$ cat config.mk
export PLATFORM = sky130hd
export DESIGN_NAME = ordered_list_store_flat
export DESIGN_NICKNAME = d
export VERILOG_FILES = /design/src/sv/ols_pkg.sv /design/src/sv/ols_if.sv /design/src/sv/ols_mem.sv /design/src/sv/ordered_list_store.sv /design/src/flat_wrapper.sv
export VERILOG_INCLUDE_DIRS = /design/src /design/src/sv
export SDC_FILE = /design/constraint.sdc
export NUM_CORES = 1
export LEC_CHECK = 0
export BUFFER_PORTS_ARGS = -buffer_cell sky130_fd_sc_hd__buf_2
export CORE_MARGIN = 5
export CORE_UTILIZATION = 40
export DETAILED_ROUTE_END_ITERATION = 8
export SYNTH_ARGS = -nofsm -noshare
export SYNTH_HDL_FRONTEND = slang
export SYNTH_SLANG_ARGS = --single-unit
$ cat constraint.sdc
create_clock -name clk -period 10.4 [get_ports clk]
set_clock_uncertainty 0.15 [all_clocks]
set_input_delay 1.04 -clock clk [delete_from_list [all_inputs] [get_ports clk]]
set_output_delay 1.04 -clock clk [all_outputs]
set_load 0.03 [all_outputs]
$ cat src/sv/assert_macros.svh
// Assertion macros shared by the list store RTL.
// Expects clk and rst_n in the scope where a macro is used.
`ifndef ASSERT_MACROS_SVH
`define ASSERT_MACROS_SVH

// Invariant checked on every clock edge out of reset.
`define OLS_ASSERT(label, expr, msg) \
    label: assert property (@(posedge clk) disable iff (!rst_n) (expr)) else $error(msg);

// Antecedent in one cycle implies consequent in the next.
`define OLS_ASSERT_NEXT(label, ante, cons, msg) \
    label: assert property (@(posedge clk) disable iff (!rst_n) (ante) |=> (cons)) else $error(msg);

`endif

$ cat src/sv/ols_pkg.sv
// Shared types and field widths for the ordered list store.
// No dependencies.
package ols_pkg;

    localparam int ACTION_W = 2;
    localparam int ITEM_W   = 32;
    localparam int POS_W    = 5;
    localparam int STATUS_W = 2;

    typedef enum logic [ACTION_W-1:0] {
        ACT_APPEND = 2'd0,
        ACT_INSERT = 2'd1,
        ACT_DELETE = 2'd2,
        ACT_SEARCH = 2'd3
    } action_t;

    typedef enum logic [STATUS_W-1:0] {
        STAT_OK    = 2'd0,
        STAT_EMPTY = 2'd1,
        STAT_RANGE = 2'd2,
        STAT_FULL  = 2'd3
    } status_t;

    // write strobes for the slot store
    typedef struct packed {
        logic link_we;
        logic ent_we;
    } mem_ctl_t;

endpackage

$ cat src/sv/ols_if.sv
// Valid/ready channel interfaces for the ordered list store.
// Depends on ols_pkg for field widths.
interface ols_in_if;
    logic                          valid;
    logic                          ready;
    logic [ols_pkg::ACTION_W-1:0]  action;
    logic signed [ols_pkg::ITEM_W-1:0] item_value;
    logic [ols_pkg::POS_W-1:0]     position;

    modport source (output valid, output action, output item_value, output position,
                    input ready);
    modport sink   (input valid, input action, input item_value, input position,
                    output ready);
endinterface

interface ols_out_if;
    logic                          valid;
    logic                          ready;
    logic [ols_pkg::STATUS_W-1:0]  status;
    logic [ols_pkg::POS_W-1:0]     found_position;
    logic [ols_pkg::POS_W-1:0]     entry_count;

    modport source (output valid, output status, output found_position,
                    output entry_count, input ready);
    modport sink   (input valid, input status, input found_position,
                    input entry_count, output ready);
endinterface

$ cat src/sv/ols_mem.sv
// Slot store: value memory and link memory, one write and one read port each.
// Read data registered. Depends on ols_pkg.
module ols_mem #(
    parameter int DEPTH  = 16,
    parameter int SLOT_W = 4,
    parameter int DATA_W = 32
) (
    input  logic              clk,
    input  ols_pkg::mem_ctl_t ctl,
    input  logic [SLOT_W-1:0] link_waddr,
    input  logic [SLOT_W-1:0] link_wdata,
    input  logic [SLOT_W-1:0] link_raddr,
    output logic [SLOT_W-1:0] link_rdata,
    input  logic [SLOT_W-1:0] ent_waddr,
    input  logic [DATA_W-1:0] ent_wdata,
    input  logic [SLOT_W-1:0] ent_raddr,
    output logic [DATA_W-1:0] ent_rdata
);

    logic [SLOT_W-1:0] link_mem [DEPTH];
    logic [DATA_W-1:0] ent_mem  [DEPTH];

    always_ff @(posedge clk)
    begin
        if (ctl.link_we)
        begin
            link_mem[link_waddr] <= link_wdata;
        end
        link_rdata <= link_mem[link_raddr];
    end

    always_ff @(posedge clk)
    begin
        if (ctl.ent_we)
        begin
            ent_mem[ent_waddr] <= ent_wdata;
        end
        ent_rdata <= ent_mem[ent_raddr];
    end

endmodule

$ cat src/sv/ordered_list_store.sv
// Ordered list store: bounded singly linked list of signed values.
// Depends on ols_pkg, ols_if.sv, ols_mem and assert_macros.svh.
//
//  Channel | Dir | Fields                                   | Beat taken when
//  --------+-----+------------------------------------------+-------------------
//  req     | in  | action, item_value, position             | valid && ready
//  rsp     | out | status, found_position, entry_count      | valid && ready
//
//  One beat on req gives exactly one beat on rsp.
//  Append/insert pass through decide and write, with a take step when a
//  recycled slot is popped off the free chain; delete walks to position
//  and then frees the slot; search walks until a match or the tail. The
//  link memory's registered read sets the walk: one list entry per cycle.
//  req.ready is high only while the sequencer is idle; a finished result
//  sits in the rsp register, so a new item can be taken while it waits.
//  A stalled rsp holds the sequencer in its response state.
//  Reset is asynchronous and clears only the control state; memories have
//  no reset and need no clearing pass.
`include "assert_macros.svh"

module ordered_list_store #(
    parameter int CAPACITY    = 16,
    parameter int VALUE_WIDTH = 32
) (
    input  logic      clk,
    input  logic      rst_n,
    ols_in_if.sink    req,
    ols_out_if.source rsp
);

    localparam int SLOT_W = (CAPACITY > 1) ? $clog2(CAPACITY) : 1;
    localparam int CNT_W  = $clog2(CAPACITY + 1);
    localparam int CMP_W  = (CNT_W > ols_pkg::POS_W) ? CNT_W : ols_pkg::POS_W;
    // values are held as the low bits of the 32-bit input field
    localparam int SW     = (VALUE_WIDTH < ols_pkg::ITEM_W) ? VALUE_WIDTH : ols_pkg::ITEM_W;

    typedef enum logic [7:0] {
        ST_IDLE     = 8'b0000_0001,
        ST_DECIDE   = 8'b0000_0010,
        ST_TAKE     = 8'b0000_0100,
        ST_WRITE    = 8'b0000_1000,
        ST_DEL_WALK = 8'b0001_0000,
        ST_DEL_FREE = 8'b0010_0000,
        ST_SRCH     = 8'b0100_0000,
        ST_RESP     = 8'b1000_0000
    } state_t;

    // control state
    state_t            state_reg, state_next;
    logic [SLOT_W-1:0] head_reg, head_next;
    logic [SLOT_W-1:0] tail_reg, tail_next;
    logic [CNT_W-1:0]  count_reg, count_next;
    // high-water mark: slots below it have been used at least once;
    // slots freed since sit on a chain through the link memory
    logic [CNT_W-1:0]  hw_reg, hw_next;
    logic              out_valid_reg, out_valid_next;

    // item and walk registers
    ols_pkg::action_t  act_reg, act_next;
    logic [SW-1:0]     val_reg, val_next;
    logic [ols_pkg::POS_W-1:0] pos_reg, pos_next;
    logic [SLOT_W-1:0] free_head_reg, free_head_next;
    logic [SLOT_W-1:0] cur_reg, cur_next;
    logic [SLOT_W-1:0] prev_reg, prev_next;
    logic [SLOT_W-1:0] slot_reg, slot_next;
    logic [CNT_W-1:0]  k_reg, k_next;
    ols_pkg::status_t  status_reg, status_next;
    logic [CNT_W-1:0]  found_reg, found_next;

    // result register
    ols_pkg::status_t          out_status_reg, out_status_next;
    logic [ols_pkg::POS_W-1:0] out_found_reg, out_found_next;
    logic [ols_pkg::POS_W-1:0] out_count_reg, out_count_next;

    // memory ports
    ols_pkg::mem_ctl_t mem_ctl;
    logic [SLOT_W-1:0] link_waddr, link_wdata, link_raddr, link_rdata;
    logic [SLOT_W-1:0] ent_waddr, ent_raddr;
    logic [SW-1:0]     ent_wdata, ent_rdata;

    logic              req_acc;
    logic [CMP_W-1:0]  pos_ext, count_ext, k_ext, found_ext;

    assign req_acc   = req.valid && req.ready;
    assign pos_ext   = CMP_W'(pos_reg);
    assign count_ext = CMP_W'(count_reg);
    assign k_ext     = CMP_W'(k_reg);
    assign found_ext = CMP_W'(found_reg);

    assign req.ready          = (state_reg == ST_IDLE);
    assign rsp.valid          = out_valid_reg;
    assign rsp.status         = out_status_reg;
    assign rsp.found_position = out_found_reg;
    assign rsp.entry_count    = out_count_reg;

    ols_mem #(
        .DEPTH  (CAPACITY),
        .SLOT_W (SLOT_W),
        .DATA_W (SW)
    ) u_mem (
        .clk        (clk),
        .ctl        (mem_ctl),
        .link_waddr (link_waddr),
        .link_wdata (link_wdata),
        .link_raddr (link_raddr),
        .link_rdata (link_rdata),
        .ent_waddr  (ent_waddr),
        .ent_wdata  (ent_wdata),
        .ent_raddr  (ent_raddr),
        .ent_rdata  (ent_rdata)
    );

    always_comb
    begin
        state_next      = state_reg;
        head_next       = head_reg;
        tail_next       = tail_reg;
        count_next      = count_reg;
        hw_next         = hw_reg;
        out_valid_next  = out_valid_reg;
        act_next        = act_reg;
        val_next        = val_reg;
        pos_next        = pos_reg;
        free_head_next  = free_head_reg;
        cur_next        = cur_reg;
        prev_next       = prev_reg;
        slot_next       = slot_reg;
        k_next          = k_reg;
        status_next     = status_reg;
        found_next      = found_reg;
        out_status_next = out_status_reg;
        out_found_next  = out_found_reg;
        out_count_next  = out_count_reg;

        mem_ctl    = '0;
        link_waddr = cur_reg;
        link_wdata = free_head_reg;
        link_raddr = cur_reg;
        ent_waddr  = slot_reg;
        ent_wdata  = val_reg;
        ent_raddr  = cur_reg;

        if (rsp.ready)
        begin
            out_valid_next = 1'b0;
        end

        case (state_reg)
            ST_IDLE:
            begin
                if (req_acc)
                begin
                    act_next   = ols_pkg::action_t'(req.action);
                    val_next   = req.item_value[SW-1:0];
                    pos_next   = req.position;
                    state_next = ST_DECIDE;
                end
            end

            ST_DECIDE:
            begin
                status_next = ols_pkg::STAT_OK;
                found_next  = '0;
                case (act_reg)
                    ols_pkg::ACT_APPEND, ols_pkg::ACT_INSERT:
                    begin
                        if (count_reg == CNT_W'(CAPACITY))
                        begin
                            status_next = ols_pkg::STAT_FULL;
                            state_next  = ST_RESP;
                        end
                        else if (count_reg < hw_reg)
                        begin
                            // pop the free chain; its next link arrives next cycle
                            link_raddr = free_head_reg;
                            slot_next  = free_head_reg;
                            state_next = ST_TAKE;
                        end
                        else
                        begin
                            slot_next  = hw_reg[SLOT_W-1:0];
                            hw_next    = hw_reg + CNT_W'(1);
                            state_next = ST_WRITE;
                        end
                    end
                    ols_pkg::ACT_DELETE:
                    begin
                        if (count_reg == '0)
                        begin
                            status_next = ols_pkg::STAT_EMPTY;
                            state_next  = ST_RESP;
                        end
                        else if (pos_ext == '0 || pos_ext > count_ext)
                        begin
                            status_next = ols_pkg::STAT_RANGE;
                            state_next  = ST_RESP;
                        end
                        else
                        begin
                            link_raddr = head_reg;
                            cur_next   = head_reg;
                            prev_next  = head_reg;
                            k_next     = CNT_W'(1);
                            state_next = ST_DEL_WALK;
                        end
                    end
                    ols_pkg::ACT_SEARCH:
                    begin
                        if (count_reg == '0)
                        begin
                            state_next = ST_RESP;
                        end
                        else
                        begin
                            link_raddr = head_reg;
                            ent_raddr  = head_reg;
                            k_next     = CNT_W'(1);
                            state_next = ST_SRCH;
                        end
                    end
                    default:
                    begin
                        state_next = ST_RESP;
                    end
                endcase
            end

            ST_TAKE:
            begin
                free_head_next = link_rdata;
                state_next     = ST_WRITE;
            end

            ST_WRITE:
            begin
                mem_ctl.ent_we = 1'b1;
                if (act_reg == ols_pkg::ACT_APPEND)
                begin
                    // the tail's link is never followed, so it stays stale
                    if (count_reg != '0)
                    begin
                        mem_ctl.link_we = 1'b1;
                        link_waddr      = tail_reg;
                        link_wdata      = slot_reg;
                    end
                    else
                    begin
                        head_next = slot_reg;
                    end
                    tail_next = slot_reg;
                end
                else
                begin
                    mem_ctl.link_we = 1'b1;
                    link_waddr      = slot_reg;
                    link_wdata      = head_reg;
                    if (count_reg == '0)
                    begin
                        tail_next = slot_reg;
                    end
                    head_next = slot_reg;
                end
                count_next = count_reg + CNT_W'(1);
                state_next = ST_RESP;
            end

            ST_DEL_WALK:
            begin
                // link_rdata holds the link of cur_reg
                if (k_ext < pos_ext)
                begin
                    prev_next  = cur_reg;
                    cur_next   = link_rdata;
                    link_raddr = link_rdata;
                    k_next     = k_reg + CNT_W'(1);
                end
                else
                begin
                    if (pos_reg == ols_pkg::POS_W'(1))
                    begin
                        head_next = link_rdata;
                    end
                    else
                    begin
                        mem_ctl.link_we = 1'b1;
                        link_waddr      = prev_reg;
                        link_wdata      = link_rdata;
                    end
                    if (pos_ext == count_ext)
                    begin
                        tail_next = prev_reg;
                    end
                    state_next = ST_DEL_FREE;
                end
            end

            ST_DEL_FREE:
            begin
                // push the unlinked slot onto the free chain
                mem_ctl.link_we = 1'b1;
                link_waddr      = cur_reg;
                link_wdata      = free_head_reg;
                free_head_next  = cur_reg;
                count_next      = count_reg - CNT_W'(1);
                state_next      = ST_RESP;
            end

            ST_SRCH:
            begin
                if (ent_rdata == val_reg)
                begin
                    found_next = k_reg;
                    state_next = ST_RESP;
                end
                else if (k_reg == count_reg)
                begin
                    state_next = ST_RESP;
                end
                else
                begin
                    link_raddr = link_rdata;
                    ent_raddr  = link_rdata;
                    k_next     = k_reg + CNT_W'(1);
                end
            end

            ST_RESP:
            begin
                if (!out_valid_reg || rsp.ready)
                begin
                    out_valid_next  = 1'b1;
                    out_status_next = status_reg;
                    out_found_next  = found_ext[ols_pkg::POS_W-1:0];
                    out_count_next  = count_ext[ols_pkg::POS_W-1:0];
                    state_next      = ST_IDLE;
                end
            end

            default:
            begin
                state_next = ST_IDLE;
            end
        endcase
    end

    always_ff @(posedge clk or negedge rst_n)
    begin
        if (!rst_n)
        begin
            state_reg     <= ST_IDLE;
            head_reg      <= '0;
            tail_reg      <= '0;
            count_reg     <= '0;
            hw_reg        <= '0;
            out_valid_reg <= 1'b0;
        end
        else
        begin
            state_reg     <= state_next;
            head_reg      <= head_next;
            tail_reg      <= tail_next;
            count_reg     <= count_next;
            hw_reg        <= hw_next;
            out_valid_reg <= out_valid_next;
        end
    end

    always_ff @(posedge clk)
    begin
        act_reg        <= act_next;
        val_reg        <= val_next;
        pos_reg        <= pos_next;
        free_head_reg  <= free_head_next;
        cur_reg        <= cur_next;
        prev_reg       <= prev_next;
        slot_reg       <= slot_next;
        k_reg          <= k_next;
        status_reg     <= status_next;
        found_reg      <= found_next;
        out_status_reg <= out_status_next;
        out_found_reg  <= out_found_next;
        out_count_reg  <= out_count_next;
    end

    // free-chain accounting: recycled slots are hw_reg - count_reg
    `OLS_ASSERT(a_count_cap, count_reg <= CNT_W'(CAPACITY), "entry count above capacity")
    `OLS_ASSERT(a_hw_count, hw_reg >= count_reg, "high-water mark below entry count")
    `OLS_ASSERT(a_srch_bound, state_reg != ST_SRCH || (k_reg != '0 && k_reg <= count_reg), "search walked past the tail")
    `OLS_ASSERT_NEXT(a_rsp_src, state_reg != ST_RESP, !$rose(out_valid_reg), "result raised outside response state")

endmodule
$ cat src/flat_wrapper.sv
// flat-port wrapper written by rule: the top's interface ports become plain ports
module ordered_list_store_flat 
#(
    parameter int CAPACITY    = 16,
    parameter int VALUE_WIDTH = 32
)
  (clk, rst_n, req_valid, req_action, req_item_value, req_position, req_ready, rsp_valid, rsp_status, rsp_found_position, rsp_entry_count, rsp_ready);
  ols_in_if req_i ();
  ols_out_if rsp_i ();
  input  logic clk;
  input  logic rst_n;
  input wire logic [$bits(req_i.valid)-1:0] req_valid;
  input wire logic [$bits(req_i.action)-1:0] req_action;
  input wire logic [$bits(req_i.item_value)-1:0] req_item_value;
  input wire logic [$bits(req_i.position)-1:0] req_position;
  output wire logic [$bits(req_i.ready)-1:0] req_ready;
  output wire logic [$bits(rsp_i.valid)-1:0] rsp_valid;
  output wire logic [$bits(rsp_i.status)-1:0] rsp_status;
  output wire logic [$bits(rsp_i.found_position)-1:0] rsp_found_position;
  output wire logic [$bits(rsp_i.entry_count)-1:0] rsp_entry_count;
  input wire logic [$bits(rsp_i.ready)-1:0] rsp_ready;
  assign req_i.valid = req_valid;
  assign req_i.action = req_action;
  assign req_i.item_value = req_item_value;
  assign req_i.position = req_position;
  assign req_ready = req_i.ready;
  assign rsp_valid = rsp_i.valid;
  assign rsp_status = rsp_i.status;
  assign rsp_found_position = rsp_i.found_position;
  assign rsp_entry_count = rsp_i.entry_count;
  assign rsp_i.ready = rsp_ready;
  ordered_list_store #(.CAPACITY(CAPACITY), .VALUE_WIDTH(VALUE_WIDTH)) u_core (.clk(clk), .rst_n(rst_n), .req(req_i), .rsp(rsp_i));
endmodule
Word-level counts from Yosys, hierarchy flattened
Memory sizes are Yosys's and may differ from the RTL's. A register that Yosys moved wholly into a read port is not among the register bits.
Index checks and enable logic that the tools add are counted.

cells by class
  add/sub/neg operators = 4
  magnitude comparators = 3
  equal/unequal tests = 35
  mux-type cells = 81
  bitwise operators = 2
  reductions and logical operators = 27

operators with widths
  cell                   number
  $mux W4                32
  $mux W8                9
  $pmux W4 S2            8
  $pmux W8 S7            1
  $mux W5                7
  $eq A32 B32 Y1         1
  $pmux W5 S2            3
  $pmux W4 S3            2
  $pmux W8 S3            1
  $reduce_and A4 Y1      4
  $add A5 B1 Y5 const B  3
  $pmux W5 S3            1
  $ne A2 B2 Y1 const B   7
  $mux W1                12
  $ne A3 B3 Y1 const B   4
  $eq A5 B5 Y1           2
  $logic_not A5 Y1       2
  $lt A5 B5 Y1           2
  $ne A2 B1 Y1 const B   5
  $reduce_bool A2 Y1     5
  $eq A8 B1 Y1 const B   1
  $eq A8 B2 Y1 const B   1
  $eq A8 B3 Y1 const B   1
  $eq A8 B4 Y1 const B   1
  27 further kinds       37

storage, ports and cells
  bits in registers = 106
  bits in writable memories = 576
  input bits = 43
  output and inout port bits = 14
  word-level logic and storage cells = 173
  memories kept = 2

memory list
  memory                 words  width  rd ports  clocked after Yosys merged registers in  wr ports  line           RTL
  u_core.u_mem.ent_mem   16     32     1         1                                        1         ols_mem.sv:21  logic [DATA_W-1:0] ent_mem [DEPTH];
  u_core.u_mem.link_mem  16     4      1         1                                        1         ols_mem.sv:20  logic [SLOT_W-1:0] link_mem [DEPTH];

Depth between registers and ports, before layout
  depth after elaboration = 6
  depth in mapped cells = 14
  gate-level depth less buffers = 13

Modules after synthesis
Synthesis repeated with hierarchy kept, for this count alone.

unflattened totals
  cells, all modules = 1470
  area total of the unflattened synthesis = 28086.9 um2

by module, submodules not included
  module              times used  cells each  area an instance (um2)  sequential area each (um2)
  ols_mem             1           968         22430.3                 18017.3
  ordered_list_store  1           502         5656.7                  3049.2

Worst setup path after synthesis
No wires, ideal clock.

  path kind = register to register
  start point = register u_core.state_reg[5]
  end point = memory u_core.u_mem.ent_mem[0][0] (enable)
  setup time = 0.461 ns
  arrival = 3.857 ns
  required time = 9.789 ns
  slack = 5.932 ns
  cell stages (with the launch flop) = 5
  path buffers = 0
  clock period less this slack = 4.468 ns
  cell sequence = dfrtp_1 nor4_4 nand4b_1 or3_1 nor3_1

on the way
  word-level cells in the longest chain between the ends = 4

RTL lines
  item                           line                       RTL
  start: declaration             ordered_list_store.sv:49   state_t state_reg, state_next;
  start signal: assignment       ordered_list_store.sv:359  state_reg <= state_next;
  $eq A8 B4 Y1                   ordered_list_store.sv:148  case (state_reg)
  $mux W1                        ordered_list_store.sv:148
  $mux W1                        ols_mem.sv:34              if (ctl.ent_we)
  $mux W1 (implied by the code)  ols_mem.sv:36              ent_mem[ent_waddr] <= ent_wdata;
  end: declaration               ols_mem.sv:21

No other way between the ends.

Worst setup path after layout
  start point = register u_core.val_reg[29] (netlist: u_core.ent_wdata[29])
  end point = register u_core.u_mem.ent_rdata[8], read port of u_core.u_mem.ent_mem

on the way
  word-level cells in the longest chain between the ends = 3

RTL lines
  item                      line                       RTL
  start: declaration        ordered_list_store.sv:60   logic [SW-1:0] val_reg, val_next;
  start signal: assignment  ordered_list_store.sv:371  val_reg <= val_next;
  $eq A32 B32 Y1            ordered_list_store.sv:310  if (ent_rdata == val_reg)
  $mux W4                   ordered_list_store.sv:310
  $pmux W4 S2               ordered_list_store.sv:148
  end: declaration          ols_mem.sv:17              output logic [DATA_W-1:0] ent_rdata

No other way between the ends.
A chain may end at the register's enable or synchronous reset.

==> metrics.txt <==
status complete, no violations; fin nets between 2000 and 2500; Pwr Density approximately 240 nW/um2; synthesized net count just over 2000; Yosys cell types approximately 70; Max Cap Viol 0; clk sinks between 700 and 800; clock tree root buffer cell clkbuf_16; RSZ-0062 raised after global routing false; clock-pin slew on the worst setup and hold paths 60 ps; Synth async-reset ratio 0.0376; CP Capture Type flip-flop; largest reg by FF count u_core.u_mem.ent_mem; leakage 11.1 nW; final worst-path setup slack roughly 4400 ps; Max Slew Vio Count 0; EDFF count, synth around 660; WP data required approximately 11000 ps; hold_sp u_core.found_ext[1]; die area 77900 um2; first-pass GRT wire length 107000 um; Top Ports 57; setup TNS 0 ps; Mapped Area roughly 29000 um2; Startpoint Class flip-flop; DRT Pass-1 Iters 5; Chip Height between 200 and 300 um; total global-route track usage 0.182; WP data arrival around 6400 ps; Worst Setup SP u_core.ent_wdata[29]; commonest non-fill, non-tap cell in the layout edfxtp_1; R2R Setup Slk around 4400 ps; Crit path depth 12; routability cong. between 0.8 and 0.9; wire length per cell 23.6 um; worst setup path end u_core.u_mem.ent_rdata[8]; Setup-failing EPs final 0; Placed Instances 2926; yosys warns 0; cell taking the most area after synthesis edfxtp_1; worst hold path type reg2reg; IO Port Bufs 56; most frequent cells in the layout 655 x edfxtp_1, 282 x nand2_1, 144 x nor2_1; DRC 0; critical path's slowest cell buf_4; Starting DRT DRC Count roughly 1600; CP max stage delay roughly 950 ps; Buf+Inv Stages, Crit Path 1; htree depth 3; post-route ant nets 0; Final Cell Area about 33000 um2; Seq/Total Area, Yosys 0.727; DP HPWL about 38000 um; GR Overflow Total 0; drt total wl ~73000 um; syn_area_per_cell between 10 and 15 um2; vias in the first global route 16700; max reg flops ~510; FILL cells 6295; final worst-path cycle share 0.573; Slew HR 0.227; cts hold-fix bufs 0; post-DR vias/cell about 5.5; # Post-CTS Setup Buffers 0; cts repair resizes 0; Initial Util 0.404; TritonCTS Buffers 77; setup slack after placement approximately 4400 ps; largest net degree at the start of global routing roughly 170; area delta synth->final 13.4%; core box area 71600 um2; Final Hold Violating Endpoints 0; #FFs+latches synth slightly above 700; clock latency on the worst-skew pair ~640 ps; largest cells by area after synthesis edfxtp_1 68%, nand2_1 3.7%, mux2i_1 3.2%; Worst Path Class, Setup reg2reg; Worst R2R Start u_core.ent_wdata[29]; CP cell instances xnor2_1 -> nand4_1 -> nor4_1 -> a211o_1 -> o22a_1 -> o21a_4 -> buf_4 -> nor2_1 -> nor2_1 -> o22ai_1 -> a221oi_2 -> o221a_1; die width roughly 280 um; maximum vdd ir drop around 0.00016 V; Antenna Cells 0; worst r2r path cells 12; Critical R2R Capture u_core.u_mem.ent_rdata[8]; layout cell share with drive strength beyond 1 0.127; final critical-path required period 5960 ps; f_max about 170 MHz; Post-Layout Cell Count around 3100; Tightest Pin Transition ~1200 ps; Top delay family on crit path compound AO/OA/AOI/OAI gates; share of the synthesized area in the top cell type 0.679; row cnt 98; Most Frequent Cell on Critical Path nor2_1; detailed-route via count approximately 17000; CP max FO between 90 and 100; CTS max path bufs 3; final core occ 0.459; placed inst area between 30000 and 40000 um2; Top Registers u_core.u_mem.ent_mem: 512 flops, u_core.u_mem.link_mem: 64 flops; initial antenna violation count 1; TritonCTS clock tree built; Synth Flop Type edfxtp_1; cells after synthesis 1994
-- kinds of logic after synthesis --
family	synth area share
flops	0.727
simple gates	0.0943
compound gates	0.0943
buf+inv	0.0225
mux	0.0380
xor+xnor	0.0151
fa+ha+maj	0.00847
-- worst reg2reg max path, cell delays in order, from the launching register on --
cell	delay, ps
edfxtp_1	620
xnor2_1	630
nand4_1	270
nor4_1	810
a211o_1	430
o22a_1	280
o21a_4	870
buf_4	1040
nor2_1	160
nor2_1	150
o22ai_1	100
a221oi_2	200
o221a_1	200
-- power by group --
part	total [mW]	leakage, nW	internal (mW)	switching, mW
logic	1.41	3.30	0.511	0.896
registers	3.77	6.56	3.48	0.282
clock network	2.75	1.23	1.60	1.14
-- cell type report --
cell class                      count  area [um2]  area share
Tap cell                          950        1190      0.0362
Clock inverter                     39         475      0.0145
Timing Repair Buffer               87         526      0.0160
Sequential cell                   718       21100       0.641
Clock buffer                      103        2080      0.0635
Multi-Input combinational cell   1146        7410       0.226
Inverter                           25        93.8     0.00286
-- cells in the mapped netlist, drive strengths merged (2+ instances only) --
library cell  instances
a2111oi               2
a211oi               77
a21boi                3
a21o                  3
a21oi                33
a221o                10
a221oi               35
a22oi                 2
a31oi                74
and2                 74
and3                  3
and4b                 2
buf                  73
clkbuf               32
dfrtp                26
dfxtp                36
edfxtp              655
ha                   18
inv                  25
mux2                 16
mux2i                92
nand2               285
nand2b               11
nand3                18
nand3b                2
nand4                11
nand4b                2
nor2                156
nor2b                15
nor3                 11
nor3b                 3
nor4                  5
o211ai                4
o21ai                31
o221a                33
o22a                  3
o22ai                45
or2                   3
or3                   4
xnor2                45
xor2                  5
-- how the worst min path moves through the flow --
stage	endpoint	slack, ps	cells past startpoint
2_1_floorplan	u_core.rsp.found_position[0]	250	0
3_3_place_gp	u_core.rsp.found_position[4]	260	0
3_5_place_dp	u_core.rsp.found_position[1]	260	0
4_1_cts	u_core.rsp.found_position[1]	280	0
5_1_grt	u_core.rsp.found_position[2]	290	0
6_report	u_core.rsp.found_position[1]	270	0
-- stage by stage --
step / hold slack, ps / power, mW
6_report: 274 / 7.92
5_1_grt: 287 / 8.25
3_3_place_gp: 262 / 5.19
2_1_floorplan: 250 / 4.74
3_5_place_dp: 262 / 5.22
4_1_cts: 276 / 7.98
-- routing by layer --
metal,up-vias,global-route usage,share of wire
met3,145,0.0347,0.066
met1,8486,0.246,0.42
li1,7707,-,-
met5,-,0,0.00028
met2,611,0.298,0.48
met4,2,0.0611,0.033
(Power assumes the default switching activity.)
